--- config.mk ---
export PLATFORM = sky130hd
export DESIGN_NAME = modular_arithmetic_unit
export DESIGN_NICKNAME = d
export VERILOG_FILES = /design/src/sv/mau_pkg.sv /design/src/sv/modular_arithmetic_unit.sv /design/src/sv/mau_datapath.sv /design/src/sv/mau_controller.sv
export SDC_FILE = /design/constraint.sdc
export NUM_CORES = 1
export LEC_CHECK = 0
export BUFFER_PORTS_ARGS = -buffer_cell sky130_fd_sc_hd__buf_2
export CORE_MARGIN = 2
export CORE_UTILIZATION = 30
export CTS_CLUSTER_DIAMETER = 100
export DETAILED_ROUTE_END_ITERATION = 8
export PLACE_DENSITY = 0.42
export SETUP_SLACK_MARGIN = 0.3
export SLEW_MARGIN = 20
export SYNTH_ARGS = -nofsm -noshare
export SYNTH_HDL_FRONTEND = slang
export SYNTH_SLANG_ARGS = --single-unit
--- constraint.sdc ---
create_clock -name clock -period 12.2 [get_ports clock]
set_input_delay 2.44 -clock clock [delete_from_list [all_inputs] [get_ports clock]]
set_output_delay 2.44 -clock clock [all_outputs]
set_load 0.01 [all_outputs]
--- src/sv/mau_pkg.sv ---
// shared constants, operation codes and controller commands for the modular arithmetic unit
// no dependencies
`timescale 1ns / 1ps
package mau_pkg;
   localparam int Width = 16;
   localparam int CntW = 5;  // holds 0..Width-1 and Width

   localparam logic [Width-1:0] ModulusReset = Width'(65521);

   localparam logic [2:0] OP_ADD = 3'd0;
   localparam logic [2:0] OP_SUB = 3'd1;
   localparam logic [2:0] OP_MUL = 3'd2;
   localparam logic [2:0] OP_POW = 3'd3;
   localparam logic [2:0] OP_INV = 3'd4;
   localparam logic [2:0] OP_DIV = 3'd5;

   // datapath commands
   localparam logic [3:0] CMD_NONE     = 4'd0;
   localparam logic [3:0] CMD_LOAD     = 4'd1;  // capture operands, clear remainders
   localparam logic [3:0] CMD_REDUCE   = 4'd2;  // one bit of a mod m and b mod m
   localparam logic [3:0] CMD_ADDSUB   = 4'd3;  // res = (a +/- b) mod m
   localparam logic [3:0] CMD_MUL_INIT = 4'd4;  // start x*y mod m
   localparam logic [3:0] CMD_MUL_STEP = 4'd5;  // one bit of shift-add multiply
   localparam logic [3:0] CMD_DIV_INIT = 4'd6;  // start r0 / r1
   localparam logic [3:0] CMD_DIV_STEP = 4'd7;  // one bit of restoring divide
   localparam logic [3:0] CMD_EUC_UPD  = 4'd8;  // Euclid update with quotient
   localparam logic [3:0] CMD_EUC_INIT = 4'd9;
   localparam logic [3:0] CMD_TMUL_STEP = 4'd10; // one bit of q*t1 mod m
   localparam logic [3:0] CMD_POW_INIT = 4'd11;
   localparam logic [3:0] CMD_POW_SHIFT = 4'd12;
   localparam logic [3:0] CMD_INV_OUT  = 4'd13; // res = t0

   // multiplier operand selects
   localparam logic [1:0] MSEL_AB   = 2'd0;  // a * b
   localparam logic [1:0] MSEL_RB   = 2'd1;  // res * base
   localparam logic [1:0] MSEL_BB   = 2'd2;  // base * base
   localparam logic [1:0] MSEL_AINV = 2'd3;  // a * inverse

   typedef struct packed {
      logic [3:0] cmd;
      logic [1:0] msel;
      logic       sub;        // addsub selects subtract
      logic       mul_to_res; // multiply result written to res
   } mau_cmd_type;

   typedef struct packed {
      logic       mod_small;  // modulus is 0 or 1
      logic       mod_zero;
      logic       b_zero;
      logic       e_zero;     // exponent exhausted
      logic       e_lsb;
      logic       cnt_done;
      logic       r1_zero;
      logic       r0_one;
      logic       inv_zero;
   } mau_stat_type;
endpackage

--- src/sv/modular_arithmetic_unit.sv ---
// top level of the modular arithmetic unit: modulus register, controller, datapath
// depends on mau_pkg, mau_controller, mau_datapath
`timescale 1ns / 1ps
// operands are first reduced mod m; then add/sub, a serial multiply, power (up to
// two serial multiplies per exponent bit) or inverse/divide (one serial divide and one
// serial multiply per euclid step, at most 22 steps) produces the result
// one item at a time; busy stays high through the result strobe, next transfer after it
// reset restores modulus 65521 and returns the controller to idle
// results go out on rsp_valid for one cycle; the receiver cannot stall
module modular_arithmetic_unit
   import mau_pkg::*;
(
   input  logic             clock,
   input  logic             reset,
   input  logic             start,
   output logic             busy,
   input  logic [2:0]       req_operation,
   input  logic [Width-1:0] req_operand_a,
   input  logic [Width-1:0] req_operand_b,
   output logic             rsp_valid,
   output logic [Width-1:0] rsp_result,
   output logic             rsp_no_solution,
   input  logic             csr_valid,
   output logic             csr_ready,
   input  logic [Width-1:0] csr_modulus
);
   logic [Width-1:0] modulus_ff;
   mau_cmd_type      ctl;
   mau_stat_type     stat;
   logic [Width-1:0] res;
   logic             done, fail, clear, cbusy;
   logic [Width-1:0] inv_res;

   // modulus register, written on a csr transfer
   assign csr_ready = 1'b1;
   always_ff @(posedge clock) begin
      if (reset) modulus_ff <= ModulusReset;
      else if (csr_valid) modulus_ff <= csr_modulus;
   end

   mau_controller u_ctrl (
      .clock, .reset, .start, .op(req_operation),
      .stat, .ctl, .busy(cbusy), .done, .fail, .clear
   );

   mau_datapath u_dp (
      .clock, .modulus(modulus_ff), .in_a(req_operand_a), .in_b(req_operand_b),
      .ctl, .stat, .res_out(res)
   );

   assign inv_res = res;
   assign busy            = cbusy;
   assign rsp_valid       = done;
   // zero result on no solution, zero modulus and unused codes
   assign rsp_result      = (fail | clear) ? '0 : inv_res;
   assign rsp_no_solution = done & fail;
endmodule

--- src/sv/mau_datapath.sv ---
// datapath of the modular arithmetic unit: operand registers, serial multiply, divide, euclid
// depends on mau_pkg
`timescale 1ns / 1ps
module mau_datapath
   import mau_pkg::*;
(
   input  logic              clock,
   input  logic [Width-1:0]  modulus,
   input  logic [Width-1:0]  in_a,
   input  logic [Width-1:0]  in_b,
   input  mau_cmd_type       ctl,
   output mau_stat_type      stat,
   output logic [Width-1:0]  res_out
);
   // working registers
   logic [Width-1:0] a_ff, a_in, b_ff, b_in, res_ff, res_in, base_ff, base_in;
   logic [Width-1:0] e_ff, e_in;
   logic [Width-1:0] acc_ff, acc_in, mx_ff, mx_in, my_ff, my_in;
   logic [CntW-1:0]  cnt_ff, cnt_in;
   logic [Width-1:0] r0_ff, r0_in, r1_ff, r1_in, t0_ff, t0_in, t1_ff, t1_in;
   logic [Width-1:0] q_ff, q_in, rem_ff, rem_in;

   logic [Width:0]   dbl, sum, dsh, ra, rb;
   logic [Width-1:0] dbl_r, sum_r, add_r, sub_r, tnew;
   logic [Width:0]   a_sum;

   // modular add of two residues
   function automatic logic [Width-1:0] madd(input logic [Width-1:0] x, y, m);
      logic [Width:0] s;
      s = {1'b0, x} + {1'b0, y};
      if (s >= {1'b0, m}) s = s - {1'b0, m};
      return s[Width-1:0];
   endfunction

   always_comb begin
      a_in = a_ff; b_in = b_ff; res_in = res_ff; base_in = base_ff; e_in = e_ff;
      acc_in = acc_ff; mx_in = mx_ff; my_in = my_ff; cnt_in = cnt_ff;
      r0_in = r0_ff; r1_in = r1_ff; t0_in = t0_ff; t1_in = t1_ff;
      q_in = q_ff; rem_in = rem_ff;
      dbl = '0; sum = '0; dbl_r = '0; sum_r = '0; dsh = '0; tnew = '0;
      ra = '0; rb = '0;
      a_sum = {1'b0, a_ff} + {1'b0, b_ff};
      add_r = madd(a_ff, b_ff, modulus);
      sub_r = (a_ff >= b_ff) ? a_ff - b_ff : a_ff + (modulus - b_ff);
      unique case (ctl.cmd)
         CMD_LOAD: begin
            a_in = in_a; b_in = in_b; e_in = in_b; res_in = '0;
            acc_in = '0; rem_in = '0; cnt_in = '0;
         end
         CMD_REDUCE: begin
            // msb-first remainder of a (in acc) and b (in rem), one bit per cycle
            ra = {acc_ff, a_ff[Width-1]};
            rb = {rem_ff, b_ff[Width-1]};
            if (ra >= {1'b0, modulus}) ra = ra - {1'b0, modulus};
            if (rb >= {1'b0, modulus}) rb = rb - {1'b0, modulus};
            acc_in = ra[Width-1:0];
            rem_in = rb[Width-1:0];
            a_in   = {a_ff[Width-2:0], 1'b0};
            b_in   = {b_ff[Width-2:0], 1'b0};
            cnt_in = cnt_ff + CntW'(1);
            if (cnt_ff == CntW'(Width - 1)) begin
               a_in = ra[Width-1:0];
               b_in = rb[Width-1:0];
            end
         end
         CMD_ADDSUB: res_in = ctl.sub ? sub_r : add_r;
         CMD_MUL_INIT: begin
            acc_in = '0; cnt_in = '0;
            unique case (ctl.msel)
               MSEL_AB:   begin mx_in = a_ff;    my_in = b_ff;    end
               MSEL_RB:   begin mx_in = res_ff;  my_in = base_ff; end
               MSEL_BB:   begin mx_in = base_ff; my_in = base_ff; end
               MSEL_AINV: begin mx_in = a_ff;    my_in = t0_ff;   end
               default:   begin mx_in = a_ff;    my_in = b_ff;    end
            endcase
         end
         CMD_MUL_STEP, CMD_TMUL_STEP: begin
            // msb-first double and add
            dbl   = {acc_ff, 1'b0};
            dbl_r = (dbl >= {1'b0, modulus}) ? Width'(dbl - {1'b0, modulus})
                                             : dbl[Width-1:0];
            sum   = {1'b0, dbl_r} + (my_ff[Width-1] ? {1'b0, mx_ff} : '0);
            sum_r = (sum >= {1'b0, modulus}) ? Width'(sum - {1'b0, modulus})
                                             : sum[Width-1:0];
            acc_in = sum_r;
            my_in  = {my_ff[Width-2:0], 1'b0};
            cnt_in = cnt_ff + CntW'(1);
            if (cnt_ff == CntW'(Width - 1)) begin
               if (ctl.cmd == CMD_TMUL_STEP) begin
                  // t_new = t0 - q*t1 mod m
                  tnew  = (t0_ff >= sum_r) ? t0_ff - sum_r : t0_ff + (modulus - sum_r);
                  t0_in = t1_ff; t1_in = tnew;
               end else if (ctl.mul_to_res) res_in = sum_r;
               else base_in = sum_r;
            end
         end
         CMD_POW_INIT: begin
            // zero exponent gives 1 for any nonzero modulus
            res_in = Width'(1); base_in = a_ff;
            if (modulus == Width'(1) && e_ff != '0) res_in = '0;
         end
         CMD_POW_SHIFT: e_in = e_ff >> 1;
         CMD_EUC_INIT: begin
            r0_in = modulus; r1_in = ctl.msel == MSEL_AB ? b_ff : a_ff;
            t0_in = '0; t1_in = Width'(1);
         end
         CMD_DIV_INIT: begin q_in = r0_ff; rem_in = '0; cnt_in = '0; end
         CMD_DIV_STEP: begin
            dsh = {rem_ff, q_ff[Width-1]};
            if (dsh >= {1'b0, r1_ff}) begin
               rem_in = Width'(dsh - {1'b0, r1_ff});
               q_in   = {q_ff[Width-2:0], 1'b1};
            end else begin
               rem_in = dsh[Width-1:0];
               q_in   = {q_ff[Width-2:0], 1'b0};
            end
            cnt_in = cnt_ff + CntW'(1);
         end
         CMD_EUC_UPD: begin
            // remainders advance; q*t1 mod m is then formed serially
            r0_in = r1_ff; r1_in = rem_ff;
            mx_in = t1_ff; my_in = (q_ff >= modulus) ? q_ff - modulus : q_ff;
            acc_in = '0; cnt_in = '0;
         end
         CMD_INV_OUT: res_in = t0_ff;
         default: ;
      endcase
      if (ctl.cmd == CMD_ADDSUB && a_sum == '0) res_in = res_in;
   end

   always_ff @(posedge clock) begin
      a_ff <= a_in; b_ff <= b_in; res_ff <= res_in; base_ff <= base_in; e_ff <= e_in;
      acc_ff <= acc_in; mx_ff <= mx_in; my_ff <= my_in; cnt_ff <= cnt_in;
      r0_ff <= r0_in; r1_ff <= r1_in; t0_ff <= t0_in; t1_ff <= t1_in;
      q_ff <= q_in; rem_ff <= rem_in;
   end

   always_comb begin
      stat.mod_zero  = modulus == '0;
      stat.mod_small = modulus < Width'(2);
      stat.b_zero    = b_ff == '0;
      stat.e_zero    = e_ff == '0;
      stat.e_lsb     = e_ff[0];
      stat.cnt_done  = cnt_ff == CntW'(Width);
      stat.r1_zero   = r1_ff == '0;
      stat.r0_one    = r0_ff == Width'(1);
      stat.inv_zero  = t0_ff == '0;
   end

   // the result register drives the output directly
   assign res_out = res_ff;
endmodule

--- src/sv/mau_controller.sv ---
// controller state machine of the modular arithmetic unit
// depends on mau_pkg
`timescale 1ns / 1ps
module mau_controller
   import mau_pkg::*;
(
   input  logic         clock,
   input  logic         reset,
   input  logic         start,
   input  logic [2:0]   op,
   input  mau_stat_type stat,
   output mau_cmd_type  ctl,
   output logic         busy,
   output logic         done,
   output logic         fail,
   output logic         clear
);
   localparam logic [3:0] S_IDLE   = 4'd0;
   localparam logic [3:0] S_RED    = 4'd1;
   localparam logic [3:0] S_DISP   = 4'd2;
   localparam logic [3:0] S_MUL    = 4'd3;
   localparam logic [3:0] S_PLOOP  = 4'd4;
   localparam logic [3:0] S_PSQ    = 4'd5;
   localparam logic [3:0] S_EUC    = 4'd6;
   localparam logic [3:0] S_DIV    = 4'd7;
   localparam logic [3:0] S_TMUL   = 4'd8;
   localparam logic [3:0] S_DONE   = 4'd9;
   localparam logic [3:0] S_PMUL   = 4'd10;
   localparam logic [3:0] S_DIVDIV = 4'd11;
   localparam logic [3:0] S_EUCEND = 4'd12;
   localparam logic [3:0] S_ZERO   = 4'd13;

   logic [3:0] state_ff, state_in;
   logic [2:0] op_ff, op_in;
   logic       fail_ff, fail_in, clr_ff, clr_in;

   always_comb begin
      state_in = state_ff; op_in = op_ff; fail_in = fail_ff; clr_in = clr_ff;
      ctl = '0; done = 1'b0;
      unique case (state_ff)
         S_IDLE: if (start) begin
            ctl.cmd = CMD_LOAD; op_in = op; fail_in = 1'b0; clr_in = 1'b0;
            state_in = S_RED;
         end
         S_RED: begin
            ctl.cmd = CMD_REDUCE;
            if (stat.mod_zero) begin
               fail_in = (op_ff == OP_INV) || (op_ff == OP_DIV);
               clr_in = 1'b1; state_in = S_DONE;
            end else if (stat.cnt_done) begin
               ctl.cmd = CMD_NONE; state_in = S_DISP;
            end
         end
         S_DISP: begin
            priority if (op_ff == OP_ADD || op_ff == OP_SUB) begin
               ctl.cmd = CMD_ADDSUB; ctl.sub = op_ff == OP_SUB; state_in = S_DONE;
            end else if (op_ff == OP_MUL) begin
               ctl.cmd = CMD_MUL_INIT; ctl.msel = MSEL_AB; state_in = S_MUL;
            end else if (op_ff == OP_POW) begin
               ctl.cmd = CMD_POW_INIT; state_in = S_PLOOP;
            end else if (op_ff == OP_INV || op_ff == OP_DIV) begin
               ctl.cmd = CMD_EUC_INIT;
               ctl.msel = (op_ff == OP_DIV) ? MSEL_AB : MSEL_RB;
               if (stat.mod_small) begin
                  fail_in = 1'b1; clr_in = 1'b1; state_in = S_DONE;
               end else state_in = S_EUC;
            end else begin
               clr_in = 1'b1; state_in = S_DONE;
            end
         end
         S_MUL: begin
            ctl.cmd = CMD_MUL_STEP; ctl.mul_to_res = 1'b1;
            if (stat.cnt_done) begin ctl.cmd = CMD_NONE; state_in = S_DONE; end
         end
         S_PLOOP: begin
            if (stat.e_zero) state_in = S_DONE;
            else if (stat.e_lsb) begin
               ctl.cmd = CMD_MUL_INIT; ctl.msel = MSEL_RB; state_in = S_PMUL;
            end else begin
               ctl.cmd = CMD_MUL_INIT; ctl.msel = MSEL_BB; state_in = S_PSQ;
            end
         end
         S_PMUL: begin
            ctl.cmd = CMD_MUL_STEP; ctl.mul_to_res = 1'b1;
            if (stat.cnt_done) begin
               ctl.cmd = CMD_MUL_INIT; ctl.msel = MSEL_BB; state_in = S_PSQ;
            end
         end
         S_PSQ: begin
            ctl.cmd = CMD_MUL_STEP;
            if (stat.cnt_done) begin ctl.cmd = CMD_POW_SHIFT; state_in = S_PLOOP; end
         end
         S_EUC: begin
            if (stat.r1_zero) state_in = S_EUCEND;
            else begin ctl.cmd = CMD_DIV_INIT; state_in = S_DIV; end
         end
         S_DIV: begin
            ctl.cmd = CMD_DIV_STEP;
            if (stat.cnt_done) begin ctl.cmd = CMD_EUC_UPD; state_in = S_TMUL; end
         end
         S_TMUL: begin
            ctl.cmd = CMD_TMUL_STEP;
            if (stat.cnt_done) begin ctl.cmd = CMD_NONE; state_in = S_EUC; end
         end
         S_EUCEND: begin
            if (!stat.r0_one || stat.inv_zero) begin
               fail_in = 1'b1; clr_in = 1'b1; state_in = S_DONE;
            end else if (op_ff == OP_DIV) begin
               ctl.cmd = CMD_MUL_INIT; ctl.msel = MSEL_AINV; state_in = S_MUL;
            end else state_in = S_DIVDIV;
         end
         S_DIVDIV: begin
            // inverse: copy t0 into the result
            ctl.cmd = CMD_INV_OUT; state_in = S_ZERO;
         end
         S_ZERO: state_in = S_DONE;
         S_DONE: begin done = 1'b1; state_in = S_IDLE; end
         default: state_in = S_IDLE;
      endcase
   end

   always_ff @(posedge clock) begin
      if (reset) begin
         state_ff <= S_IDLE; op_ff <= OP_ADD; fail_ff <= 1'b0; clr_ff <= 1'b0;
      end else begin
         state_ff <= state_in; op_ff <= op_in; fail_ff <= fail_in; clr_ff <= clr_in;
      end
   end

   assign busy  = state_ff != S_IDLE;
   assign fail  = fail_ff;
   assign clear = clr_ff;
endmodule
-- After elaboration in Yosys (flattened, before gate mapping)
Index checks and enable logic that the tools add are counted.
- word-level logic and storage cells: 252
- output and inout port bits: 20
- register bits: 254
- order comparisons: 10
- add/sub/neg operators: 16
- equality and inequality tests: 58
- bitwise logic cells: 2
- reduce and logical (&&, ||, !) cells: 42
- muxes and demuxes: 104
- operators by type and width (kind ; count):
    $mux W16 ; 25
    $pmux W16 S2 ; 10
    $pmux W16 S3 ; 5
    $sub A16 B16 Y16 ; 11
    $ge A17 B16 Y1 ; 6
    $mux W4 ; 24
    $pmux W16 S5 ; 1
    $logic_not A16 Y1 ; 4
    $pmux W4 S13 ; 1
    $eq A4 B4 Y1 const B ; 12
    $ge A16 B16 Y1 ; 3
    $pmux W4 S12 ; 1
    $add A16 B16 Y17 ; 2
    $add A16 B16 Y16 ; 2
    $eq A16 B1 Y1 const B ; 2
    $eq A4 B3 Y1 const B ; 8
    $ne A2 B2 Y1 const B ; 14
    $mux W6 ; 4
    $mux W1 ; 21
    $eq A4 B2 Y1 const B ; 4
    $lt A16 B2 Y1 const B ; 1
    $reduce_bool A16 Y1 ; 1
    $reduce_bool A2 Y1 ; 8
    $pmux W5 S2 ; 1
    other kinds (36) ; 61

-- Longest topological paths before layout
Gate-level depths: netlist (run 1).
- depth in word-level cells: 11
- mapped depth: 56
- depth with buffers taken out: 51

-- Cells and area by module
Synthesis (run 1) repeated with hierarchy kept, for this count alone.
- cells, all modules: 2757
- area total of the unflattened synthesis: 23916.7 µm²
- modules (own cells, without submodules) (module ; cells each ; area an instance (µm²) ; instances):
    mau_datapath ; 2526 ; 22118.7 ; 1
    mau_controller ; 157 ; 1068.5 ; 1
    modular_arithmetic_unit ; 74 ; 729.4 ; 1

-- Worst setup path before layout (run 1)
Ideal clock, no wire load.
- path kind: register -> register
- start: register modulus_ff[1]
- end: register u_dp.t1_ff[15] (data pin)
- stages on the path, launching flop included: 46
- period minus slack after synthesis: 9.277 ns
- arrival time: 9.125 ns
- path slack: 2.923 ns
- required time: 12.048 ns
- path through: dfxtp_1 inv_1 ha_1 a21oi_1 o21ai_0 o21bai_1 a21oi_1 nor2_1 a211oi_1 clkbuf_1 clkbuf_1 nor2_1 ha_1 a21o_1 a211oi_1 nor2_1 o22ai_1 nor2b_1 [10 not listed] a21o_4 nor2_2 buf_4 nor3_1 a21oi_1 fa_1 ha_1 and3_1 a21oi_1 o21ai_0 o41ai_1 o21ai_0 o21ai_0 a21oi_1 a31oi_1 xnor2_1 a211o_1 a31oi_1
- longest elaborated chain between the ends: 11
- elaborated cells between the ends (all ways): 22
- those cells by class: add/sub (6); order compare (3); eq/ne (3); mux (8); reduce/logical (2)
- RTL lines (item ; RTL line ; RTL):
    from (decl) ; modular_arithmetic_unit.sv:27 ; logic [Width-1:0] modulus_ff;
    from (signal assigned) ; modular_arithmetic_unit.sv:37 ; if (reset) modulus_ff <= ModulusReset;
    from (signal assigned) ; modular_arithmetic_unit.sv:38 ; else if (csr_valid) modulus_ff <= csr_modulus;
    $sub A16 B16 Y16 or $ge A17 B16 Y1 (tied branches) ; mau_datapath.sv:80 ; dbl_r = (dbl >= {1'b0, modulus}) ? Width'(dbl - {1'b0, modulus})
    $mux W16 ; mau_datapath.sv:80 ;
    $add A16 B16 Y17 ; mau_datapath.sv:82 ; sum = {1'b0, dbl_r} + (my_ff[Width-1] ? {1'b0, mx_ff} : '0);
    $sub A16 B16 Y16 or $ge A17 B16 Y1 (tied branches) ; mau_datapath.sv:83 ; sum_r = (sum >= {1'b0, modulus}) ? Width'(sum - {1'b0, modulus})
    $mux W16 ; mau_datapath.sv:83 ;
    $sub A16 B16 Y16 ; mau_datapath.sv:91 ; tnew = (t0_ff >= sum_r) ? t0_ff - sum_r : t0_ff + (modulus - sum_r);
    $add A16 B16 Y16 ; mau_datapath.sv:91 ;
    $mux W16 ; mau_datapath.sv:91 ;
    $mux W16 ; mau_datapath.sv:89 ; if (ctl.cmd == CMD_TMUL_STEP) begin
    $mux W16 ; mau_datapath.sv:88 ; if (cnt_ff == CntW'(Width - 1)) begin
    $pmux W16 S2 (*) ; mau_datapath.sv:45 ; unique case (ctl.cmd)
    to (signal assigned) ; mau_datapath.sv:134 ; r0_ff <= r0_in; r1_ff <= r1_in; t0_ff <= t0_in; t1_ff <= t1_in;
    to (decl) ; mau_datapath.sv:20 ; logic [Width-1:0] r0_ff, r0_in, r1_ff, r1_in, t0_ff, t0_in, t1_ff, t1_in;
Every way passes the cells marked *; elsewhere a longest branch is shown, timed or not. The select of a mux whose other input is x is not followed.
A chain may end at the register's enable or synchronous reset.

-- Worst setup path in the final report (run 1)
- start: register modulus_ff[2]
- end: register u_dp.t1_ff[15] (data pin)
The elaborated chain is that of the path after synthesis.

==> summary.txt, run 1 <==
Synthesis
  • Seq/Total Area, Yosys: 31.37%
  • Top cells by area, synth: edfxtp_1 29%, ha_1 11%, o21ai_0 5.6%
  • Avg Inst Size Synth: roughly 8.5 sq um
  • Post-synth top area share: ~29%
  • FF+latch count, synth: 254
  • Dominant synthesized flop cell: edfxtp_1
  • Synth Warn #: 0
  • Fraction of registers with async set/reset: 0%
  • Cell accounting for the most synthesized area: edfxtp_1
  • Mapped Nets: about 3000
  • Synth unique cells: 89
  • Cells after Synth: 2759
  • Synth Cell Area: 23520 sq um
  • EDFF count, synth: 229

Detailed routing
  • Drt wl/cell: 27.45 um
  • DR iter-0 viols: 2364
  • Post-route ant nets: 0
  • DR pass1 iterations: 6
  • Routed WL: 106200 um
  • Residual DRC: 0
  • Vias: between 20000 and 25000
  • Vias per cell: around 5.7

STA
  • Least-Margin Pin Slew: 1.139 ns
  • Setup TNS: 0 ns
  • Final setup viols: 0
  • Period utilisation layout: about nine tenths
  • Slew margin rel.: about a quarter
  • Final hold vios: 0
  • Tmin final: 10.98 ns
  • Achievable Freq: 91.10 MHz
  • Final Skew: 0.02946 ns
  • Slew Viols, Final: 0
  • RSZ-0062 raised after global routing: false

Global route
  • First-pass GRT wire length: between 150000 and 200000 um
  • Largest net degree at the start of global routing: 64
  • Initial antenna violation count: 5
  • Vias in the first global route: 21210
  • Overflow after GRT: 0
  • GR Util All Layers: 25.60%

Worst setup path
  • Reg2reg path depth: 45
  • Most used cell, CP: o21ai_0
  • CP Data Arrival Time: 11.36 ns
  • Kind of critical path: register to register
  • Slowest cell on the critical path: o21ai_1
  • CP max FO: 18
  • R2r endpoint: u_dp.t1_ff[15]$_SDFFCE_PP0P_
  • WP data required: roughly 13 ns
  • Setup slack, reg-to-reg: roughly 1.2 ns
  • Worst Setup Start Kind: register
  • Worst Setup End Kind: register
  • WP buf/inv: 2
  • Largest stage delay, worst path: 0.55 ns
  • Launch point of the worst reg-to-reg path: modulus_ff[2]$_SDFFE_PP0P_
  • Critical path's top delay family: compound AO/OA/AOI/OAI gates

Outcome
  • Status: finished, final reports clean

Placement
  • GP Congestion: 0.9182
  • # port buffers: between 70 and 80
  • HPWL Detailed: between 80000 and 90000 um

Cells and area
  • Fraction of layout cells with a size suffix above 1: 9.374%
  • Layout Nets: 3088
  • Layout area overhead: 12.79%

CTS
  • Number of hold buffers added after CTS: 0
  • CTS buffer count: 38
  • CTS clk-pin slew, worst paths: approximately 0.060 ns
  • Root Driver: clkbuf_16
  • CTS H-tree depth: 2
  • Clk sink count: 254
  • Post-CTS setup buffer count: 0
  • Cts repair resizes: 0
  • CTS tree: built
  • Max Buffers Root-to-Sink: 3
  • Clk_lat worst skew: 0.56 ns

Floorplan
  • Die area: around 81000 sq um
  • Die Span X: approximately 280 um
  • Core ar.: 77590 sq um
  • Core Rows: 102
  • Die Ht: 284.0 um
  • Initial Util: 30.31%
  • # IOs: 75

Job
  • Max-cap viol count: 0

Hold path
  • Hold/Removal Path Class: register to register
  • Hold Crit Start: u_ctrl.clear$_SDFFE_PP0P_
  • Hold Path Cell Cnt: 2
  • Hold EP: u_ctrl.clear$_SDFFE_PP0P_
## routing by layer
layer | global-route usage [%] | share of wire (%)
met1 | 34.26 | 43
met2 | 41.61 | 46
met3 | 4.180 | 6.9
met4 | 9.079 | 3.9
met5 | 0.2976 | 0.053
## final cells by class
cell class	instances	area, sq um
Inverter	197	739.5
Tap cell	1040	1301
Timing Repair Buffer	127	770.7
Sequential cell	254	7377
Clock inverter	22	286.5
Multi-Input combinational cell	2181	15030
Clock buffer	46	1022
Fill cell	8208	51070
Antenna cell	1	2.502
## sequential cells by signal, summed over array words and instances (netlist names)
name and cells:
u_dp.t1_ff 16, u_ctrl.op_ff 3, u_ctrl.state_ff 4, u_dp.e_ff 16, u_dp.r1_ff 16, u_dp.base_ff 16
u_dp.my_ff 16, u_dp.r0_ff 16, modulus_ff 16, u_dp.res_out 16, u_dp.b_ff 16, u_dp.acc_ff 16
u_ctrl.clear 1, u_ctrl.fail 1, u_dp.rem_ff 16, u_dp.q_ff 16, u_dp.t0_ff 16, u_dp.mx_ff 16
u_dp.a_ff 16, u_dp.cnt_ff 5
## synthesized netlist by cell type (53+ instances only)
library cell,count
a21o_1,68
a21oi_1,217
xnor2_1,127
ha_1,201
clkbuf_1,106
and2_1,53
edfxtp_1,229
inv_1,196
o21ai_0,262
mux2i_1,59
nor2_1,239
nand2_1,271
## cell families after synthesis
kind of cell,Yosys count,synth area share (%)
DFF,254,31.37
xor gates and xnor gates,171,6.368
adders and majority gates,239,13.71
and+or+nand+nor,807,15.84
muxes,96,4.293
other,1,0.01594
AOI/OAI and AO/OA,867,23.14
buffers and inverters,324,5.261
## worst reg2reg max path: cells and delay by family, from the launching register on
kind / cells / cell delay, ns
compound gates: 27 / 6.23
xor+xnor: 3 / 0.58
fa+ha+maj: 5 / 1.71
buf+inv: 2 / 0.27
flops: 1 / 0.38
mux: 1 / 0.42
simple gates: 7 / 1.21
## per-stage QoR
step                instances  instance area (sq um)  util (%)  setup WS [ns]  hold WS [ns]
floorplan                2759                  23520         -          2.923        0.4788
global placement         3799                  25200     32.47          1.744        0.5038
detailed placement       3799                  25200     32.47          1.532        0.5096
CTS                      3867                  26500     34.16          1.450        0.5180
global route             3867                  26530     34.18         0.4983        0.5615
finish                   3868                  26530     34.19          1.223        0.5153
## worst max path at each step
stage,startpoint,end,slack (ns),cells past startpoint
2_1_floorplan,modulus_ff[1]$_SDFFE_PP0P_,u_dp.t1_ff[15]$_SDFFCE_PP0P_,2.92,45
3_3_place_gp,modulus_ff[2]$_SDFFE_PP0P_,u_dp.t1_ff[15]$_SDFFCE_PP0P_,1.74,45
3_5_place_dp,modulus_ff[2]$_SDFFE_PP0P_,u_dp.t1_ff[15]$_SDFFCE_PP0P_,1.53,45
4_1_cts,modulus_ff[2]$_SDFFE_PP0P_,u_dp.t1_ff[15]$_SDFFCE_PP0P_,1.45,45
5_1_grt,modulus_ff[2]$_SDFFE_PP0P_,u_dp.t1_ff[15]$_SDFFCE_PP0P_,0.50,45
6_report,modulus_ff[2]$_SDFFE_PP0P_,u_dp.t1_ff[15]$_SDFFCE_PP0P_,1.22,45
## placed cells by master, fill, tap and decap left out, types with 40 or more instances in the layout
| cell | synthesis | final |
|---|---|---|
| inv_1 | 196 | 196 |
| nor3_1 | 44 | 40 |
| o22ai_1 | 40 | 40 |
| and2_1 | 53 | 52 |
| xnor2_1 | 127 | 127 |
| edfxtp_1 | 229 | 229 |
| a21oi_1 | 217 | 215 |
| buf_4 | 2 | 54 |
| nor2_1 | 239 | 238 |
| buf_2 | 5 | 73 |
| ha_1 | 201 | 200 |
| a21o_1 | 68 | 68 |
| o21ai_0 | 262 | 261 |
| nand2_1 | 271 | 271 |
| mux2i_1 | 59 | 56 |
| a22oi_1 | 47 | 47 |
| xor2_1 | 44 | 44 |
Power of run 1 is left out: the tool's default activity adds up to more than one toggle a clock period on the data nets, which glitch-free logic cannot reach.
==> run 2: changes to the inputs <==
ABC_AREA = 1   (was default)
CAP_MARGIN = 20   (was default)
CORE_ASPECT_RATIO = 0.6   (was default)
==> run 2 against run 1 <==
Sequential share of layout area shrank 0.38 points. Count of clock-buffer cells in the layout shrank 7. Utilization shrank 0.43 points. Critical path type unchanged. Die area grew 2.9%. Largest cell class unchanged. Setup slack gained 1.2 ns. Non-clock buffer count shrank 11.
==> summary.txt, run 2 <==
Synthesis
  • Cells after Synth: 3354
  • Top cells by count, synth: 801 x nand2_1, 465 x inv_1, 319 x o21ai_0, 281 x a21oi_1, 247 x nor2_1
  • Synth Cell Area: 24190 sq um
  • Synth Warn #: 0
  • Top cells by area, synth: edfxtp_1 28%, nand2_1 12%, ha_1 10%
  • Dominant synthesized flop cell: edfxtp_1
  • Mapped Nets: approximately 3600
  • Fraction of registers with async set/reset: 0%
  • FF+latch count, synth: 254
  • Post-synth top area share: 28.43%
  • Most frequent cell after synthesis: nand2_1
  • Seq/Total Area, Yosys: 30.50%
  • Cell accounting for the most synthesized area: edfxtp_1
  • EDFF count, synth: about 230
  • Avg Inst Size Synth: around 7.2 sq um
  • Synth unique cells: 57

Worst setup path
  • Setup slack, reg-to-reg: 2.47 ns
  • Worst Setup End Kind: register
  • Worst Setup Start Kind: register
  • R2r endpoint: u_dp.t1_ff[14]$_SDFFCE_PP0P_
  • Setup crit start: modulus_ff[13]$_SDFFE_PP1P_
  • Slowest cell on the critical path: o21ai_0
  • Largest stage delay, worst path: 0.79 ns
  • Launch point of the worst reg-to-reg path: modulus_ff[13]$_SDFFE_PP1P_
  • Reg2reg path depth: 43
  • Worst Setup EP: u_dp.t1_ff[14]$_SDFFCE_PP0P_
  • WP data required: 12.61 ns
  • CP Data Arrival Time: 10.14 ns
  • CP max FO: 31
  • Kind of critical path: register to register

Global route
  • First-pass GRT wire length: around 160000 um
  • Initial antenna violation count: 7
  • GR Util All Layers: 27.55%
  • Largest net degree at the start of global routing: just over 80
  • Overflow after GRT: 0
  • Vias in the first global route: between 20000 and 25000

Job
  • Max-cap viol count: 0

STA
  • Setup TNS: 0 ns
  • Least-Margin Pin Slew: 1.100 ns
  • RSZ-0062 raised after global routing: false
  • Slew margin rel.: about a quarter
  • Period utilisation layout: 79.74%
  • Achievable Freq: 102.8 MHz
  • Slew Viols, Final: 0
  • Final setup viols: 0
  • Final Skew: 0.03683 ns
  • Tmin final: 9.728 ns
  • Final hold vios: 0

CTS
  • Max Buffers Root-to-Sink: 3
  • Root Driver: clkbuf_16
  • CTS buffer count: 31
  • CTS tree: built
  • Clk_lat worst skew: roughly 0.65 ns
  • Cts repair resizes: 0
  • Post-CTS setup buffer count: 0
  • Number of hold buffers added after CTS: 0
  • CTS H-tree depth: 1
  • Clk sink count: 254
  • CTS clk-pin slew, worst paths: 0.06 ns

Placement
  • HPWL Detailed: 94380 um
  • # port buffers: 73
  • GP Congestion: 0.9702

Cells and area
  • Post-route core utilization: 33.76%
  • Layout area overhead: 11.19%
  • Fraction of layout cells with a size suffix above 1: 7.638%
  • Layout Nets: 3694
  • Commonest non-fill, non-tap cell in the layout: nand2_1
  • Most frequent cells in the layout: 801 x nand2_1, 465 x inv_1, 319 x o21ai_0, 280 x a21oi_1, 247 x nor2_1

Detailed routing
  • Post-route ant nets: 0
  • DR pass1 iterations: 7
  • Residual DRC: 0
  • Drt wl/cell: 25.94 um
  • Vias: ~24000
  • DR iter-0 viols: about 3000
  • Routed WL: 116700 um
  • Vias per cell: between 5 and 6

Floorplan
  • Die area: 83000 sq um
  • Initial Util: a little under a third
  • Die Span X: 370.6 um
  • Core ar.: 79680 sq um
  • Die Ht: 224.0 um
  • Core Rows: 80
  • # IOs: 75

Outcome
  • Status: finished, final reports clean

Hold path
  • Hold/Removal Path Class: register to register
-- run 2: logic make-up after synthesis --
group	count (synthesis)	share of synthesized area, %
buffers and inverters	584	9.300
AOI/OAI and AO/OA	783	17.89
adders and majority gates	234	13.13
DFF	254	30.50
and+or+nand+nor	1333	23.20
xor gates and xnor gates	165	5.974
other	1	0.01550
-- run 2: worst max-delay path, delay by kind of cell (launching register included) --
family | cells | cell delay (ns)
adders and majority gates | 5 | 2.18
xor gates and xnor gates | 2 | 0.38
DFF | 1 | 0.38
buffers and inverters | 8 | 0.74
AOI/OAI and AO/OA | 11 | 3.18
and+or+nand+nor | 17 | 2.59
-- run 2: worst min-delay path by stage --
stage | startpoint | end | slack (ns) | cells past startpoint
after detailed placement | u_ctrl.fail$_SDFFE_PP0P_ | u_ctrl.fail$_SDFFE_PP0P_ | 0.48 | 2
after global placement | u_ctrl.fail$_SDFFE_PP0P_ | u_ctrl.fail$_SDFFE_PP0P_ | 0.49 | 2
after CTS | u_ctrl.fail$_SDFFE_PP0P_ | u_ctrl.fail$_SDFFE_PP0P_ | 0.49 | 2
after global routing | u_ctrl.fail$_SDFFE_PP0P_ | u_ctrl.fail$_SDFFE_PP0P_ | 0.50 | 2
after floorplan | u_ctrl.fail$_SDFFE_PP0P_ | u_ctrl.fail$_SDFFE_PP0P_ | 0.45 | 2
final | u_ctrl.fail$_SDFFE_PP0P_ | u_ctrl.fail$_SDFFE_PP0P_ | 0.48 | 2
-- run 2: cell type report --
| cell class | count | area (sq um) |
|---|---|---|
| fill | 8780 | 52780 |
| clock inverter | 19 | 211.5 |
| clock buffer | 39 | 878.3 |
| timing repair buffer | 116 | 691.9 |
| antenna | 3 | 7.507 |
| multi-input combinational | 2516 | 14570 |
| inverter | 486 | 1824 |
| tap | 1066 | 1334 |
| sequential | 254 | 7377 |
-- run 2: layer usage --
metal	track usage (%)	routed length (um)	vias up
li1	-	-	11310
met1	43.96	59000	11170
met2	32.78	39610	1118
met3	11.80	15930	99
met4	4.140	1895	6
met5	2.156	268	-
-- run 2: metrics by stage --
stage | hold WS, ns | instances | cell area (sq um) | worst slack (ns)
6_report | 0.4833 | 4499 | 26900 | 2.472
5_1_grt | 0.5024 | 4497 | 26890 | 1.561
4_1_cts | 0.4913 | 4496 | 26890 | 2.660
3_5_place_dp | 0.4814 | 4438 | 25800 | 2.708
3_3_place_gp | 0.4902 | 4437 | 25790 | 2.833
2_1_floorplan | 0.4504 | 3354 | 24190 | 4.576
Power of run 2 is left out for the same reason.
==> run 3: changes to the inputs <==
clock period = 9.2 ns   (was 12.2 ns; I/O delays follow)
==> run 3 against run 2 <==
Die area is the same. Via count up 2.4%. Non-clock buffer count up 14. First-iteration DRC count is 11% higher. Flip-flop and latch count is the same. Worst hold slack gained 0.018 ns. Utilization grew 0.14 points. Critical path type unchanged. Count of clock-buffer cells in the layout shrank 1. Setup slack worse by 1.5 ns. Sequential share of layout area shrank 0.094 points. Global-route usage up 0.15 points.
==> summary.txt, run 3 (synthesized netlist as in run 2, its figures left out) <==
STA
  • Tmin final: 8.210 ns
  • Achievable Freq: 121.8 MHz
  • Least-Margin Pin Slew: 1.373 ns
  • Setup TNS: 0 ns
  • Final Skew: 0.02229 ns
  • Slew Viols, Final: 0
  • Slew margin rel.: approximately 7.5%
  • Final hold vios: 0
  • Period utilisation layout: 89.24%
  • Final setup viols: 0
  • RSZ-0062 raised after global routing: false

Global route
  • Overflow after GRT: 0
  • GR Util All Layers: 27.70%
  • First-pass GRT wire length: 164200 um
  • Largest net degree at the start of global routing: 47
  • Initial antenna violation count: 6
  • Vias in the first global route: 21530

Floorplan
  • Die area: 83000 sq um
  • Core Rows: 80
  • Die Span X: 370.6 um
  • Die Ht: 224.0 um
  • Core ar.: 79680 sq um
  • # IOs: 75
  • Initial Util: 30.36%

Worst setup path
  • CP Data Arrival Time: 8.60 ns
  • CP max FO: 31
  • Largest stage delay, worst path: 0.45 ns
  • Most used cell, CP: nand2_1
  • Launch point of the worst reg-to-reg path: modulus_ff[13]$_SDFFE_PP1P_
  • Slowest cell on the critical path: dfxtp_2
  • Reg2reg path depth: 52
  • R2r endpoint: u_dp.t1_ff[14]$_SDFFCE_PP0P_
  • Setup slack, reg-to-reg: 0.99 ns
  • WP data required: between 9 and 10 ns
  • Worst Setup Start Kind: register
  • Worst Setup End Kind: register
  • Kind of critical path: register to register

Detailed routing
  • DR pass1 iterations: 6
  • Vias per cell: 5.384
  • Residual DRC: 0
  • Drt wl/cell: roughly 26 um
  • Post-route ant nets: 0
  • Vias: 24280
  • DR iter-0 viols: roughly 3300
  • Routed WL: 117800 um

Cells and area
  • Layout area overhead: 11.67%
  • Fraction of layout cells with a size suffix above 1: 8.159%
  • Most frequent cells in the layout: 801 x nand2_1, 465 x inv_1, 315 x o21ai_0, 280 x a21oi_1, 247 x nor2_1
  • Number of antenna repair diodes: 0
  • Layout Nets: 3709
  • Commonest non-fill, non-tap cell in the layout: nand2_1

CTS
  • CTS clk-pin slew, worst paths: ~0.06 ns
  • CTS buffer count: 30
  • Clk sink count: 254
  • CTS tree: built
  • Max Buffers Root-to-Sink: 3
  • Clk_lat worst skew: 0.64 ns
  • Number of hold buffers added after CTS: 0
  • Root Driver: clkbuf_16
  • CTS H-tree depth: 1

Outcome
  • Status: finished, final reports clean

Hold path
  • Hold/Removal Path Class: register to register
  • Hold Path Cell Cnt: 2
  • Hold EP: u_ctrl.state_ff[0]$_SDFFE_PP0P_
  • Hold Crit Start: u_ctrl.state_ff[0]$_SDFFE_PP0P_

Placement
  • HPWL Detailed: roughly 95000 um
  • GP Congestion: 1.000
  • # port buffers: 73

Job
  • Max-cap viol count: 0
run 3: cell count changes in the layout (fill, tap and decap cells not counted), moves of 4 or more:
| cell | delta |
|---|---|
| buf_4 | +13 |
| clkinv_1 | +4 |
| dfxtp_1 | -5 |
| dfxtp_2 | +5 |
| o21ai_0 | -4 |
| o21ai_1 | +4 |
run 3: worst max-delay path, delay by kind of cell, from the launching register on:
family / cells / cell delay, ns
xor gates and xnor gates: 3 / 0.48
adders and majority gates: 5 / 1.63
and+or+nand+nor: 26 / 2.93
buffers and inverters: 9 / 0.81
DFF: 1 / 0.45
AOI/OAI and AO/OA: 9 / 1.62
run 3: cell type report:
| type | instances | area [sq um] |
|---|---|---|
| Sequential cell | 254 | 7383 |
| Timing Repair Buffer | 130 | 817.0 |
| Inverter | 486 | 1824 |
| Fill cell | 8733 | 52660 |
| Multi-Input combinational cell | 2518 | 14640 |
| Tap cell | 1066 | 1334 |
| Clock buffer | 38 | 810.8 |
| Clock inverter | 18 | 206.4 |
run 3: how the worst max path moves through the flow:
| stage | slack, ns | end | startpoint |
|---|---|---|---|
| 2_1_floorplan | 1.58 | u_dp.t1_ff[14]$_SDFFCE_PP0P_ | modulus_ff[1]$_SDFFE_PP0P_ |
| 3_3_place_gp | 0.74 | u_dp.t1_ff[14]$_SDFFCE_PP0P_ | modulus_ff[8]$_SDFFE_PP1P_ |
| 3_5_place_dp | 0.64 | u_dp.t1_ff[14]$_SDFFCE_PP0P_ | modulus_ff[8]$_SDFFE_PP1P_ |
| 4_1_cts | 0.61 | u_dp.t1_ff[14]$_SDFFCE_PP0P_ | modulus_ff[8]$_SDFFE_PP1P_ |
| 5_1_grt | 0.30 | u_dp.t1_ff[15]$_SDFFCE_PP0P_ | modulus_ff[8]$_SDFFE_PP1P_ |
| 6_report | 0.99 | u_dp.t1_ff[14]$_SDFFCE_PP0P_ | modulus_ff[13]$_SDFFE_PP1P_ |
run 3: repair_timing:
item / CTS / global route
resized for setup: 0 / 16
endpoints found under the setup margin: 0 / 16
buffers inserted: 0 / 2
run 3: per-stage QoR:
step / cell area [sq um] / util [%] / cells / hold WS [ns] / worst slack (ns)
6_report: 27010 / 33.90 / 4510 / 0.5008 / 0.9895
5_1_grt: 27010 / 33.90 / 4510 / 0.5299 / 0.3021
4_1_cts: 26920 / 33.79 / 4506 / 0.5021 / 0.6074
3_5_place_dp: 25910 / 32.52 / 4450 / 0.4922 / 0.6423
3_3_place_gp: 25860 / 32.46 / 4447 / 0.4977 / 0.7431
2_1_floorplan: 24190 / - / 3354 / 0.4504 / 1.576
run 3: metal layers:
layer  global-route usage (%)  wire length [um]  part of all wire, %
met5                        0                 0                    0
met4                    3.565              1676                  1.4
met3                    8.139             14320                   12
met2                    32.23             39480                   34
met1                    47.51             62300                   53
Power of run 3 is left out for the same reason.
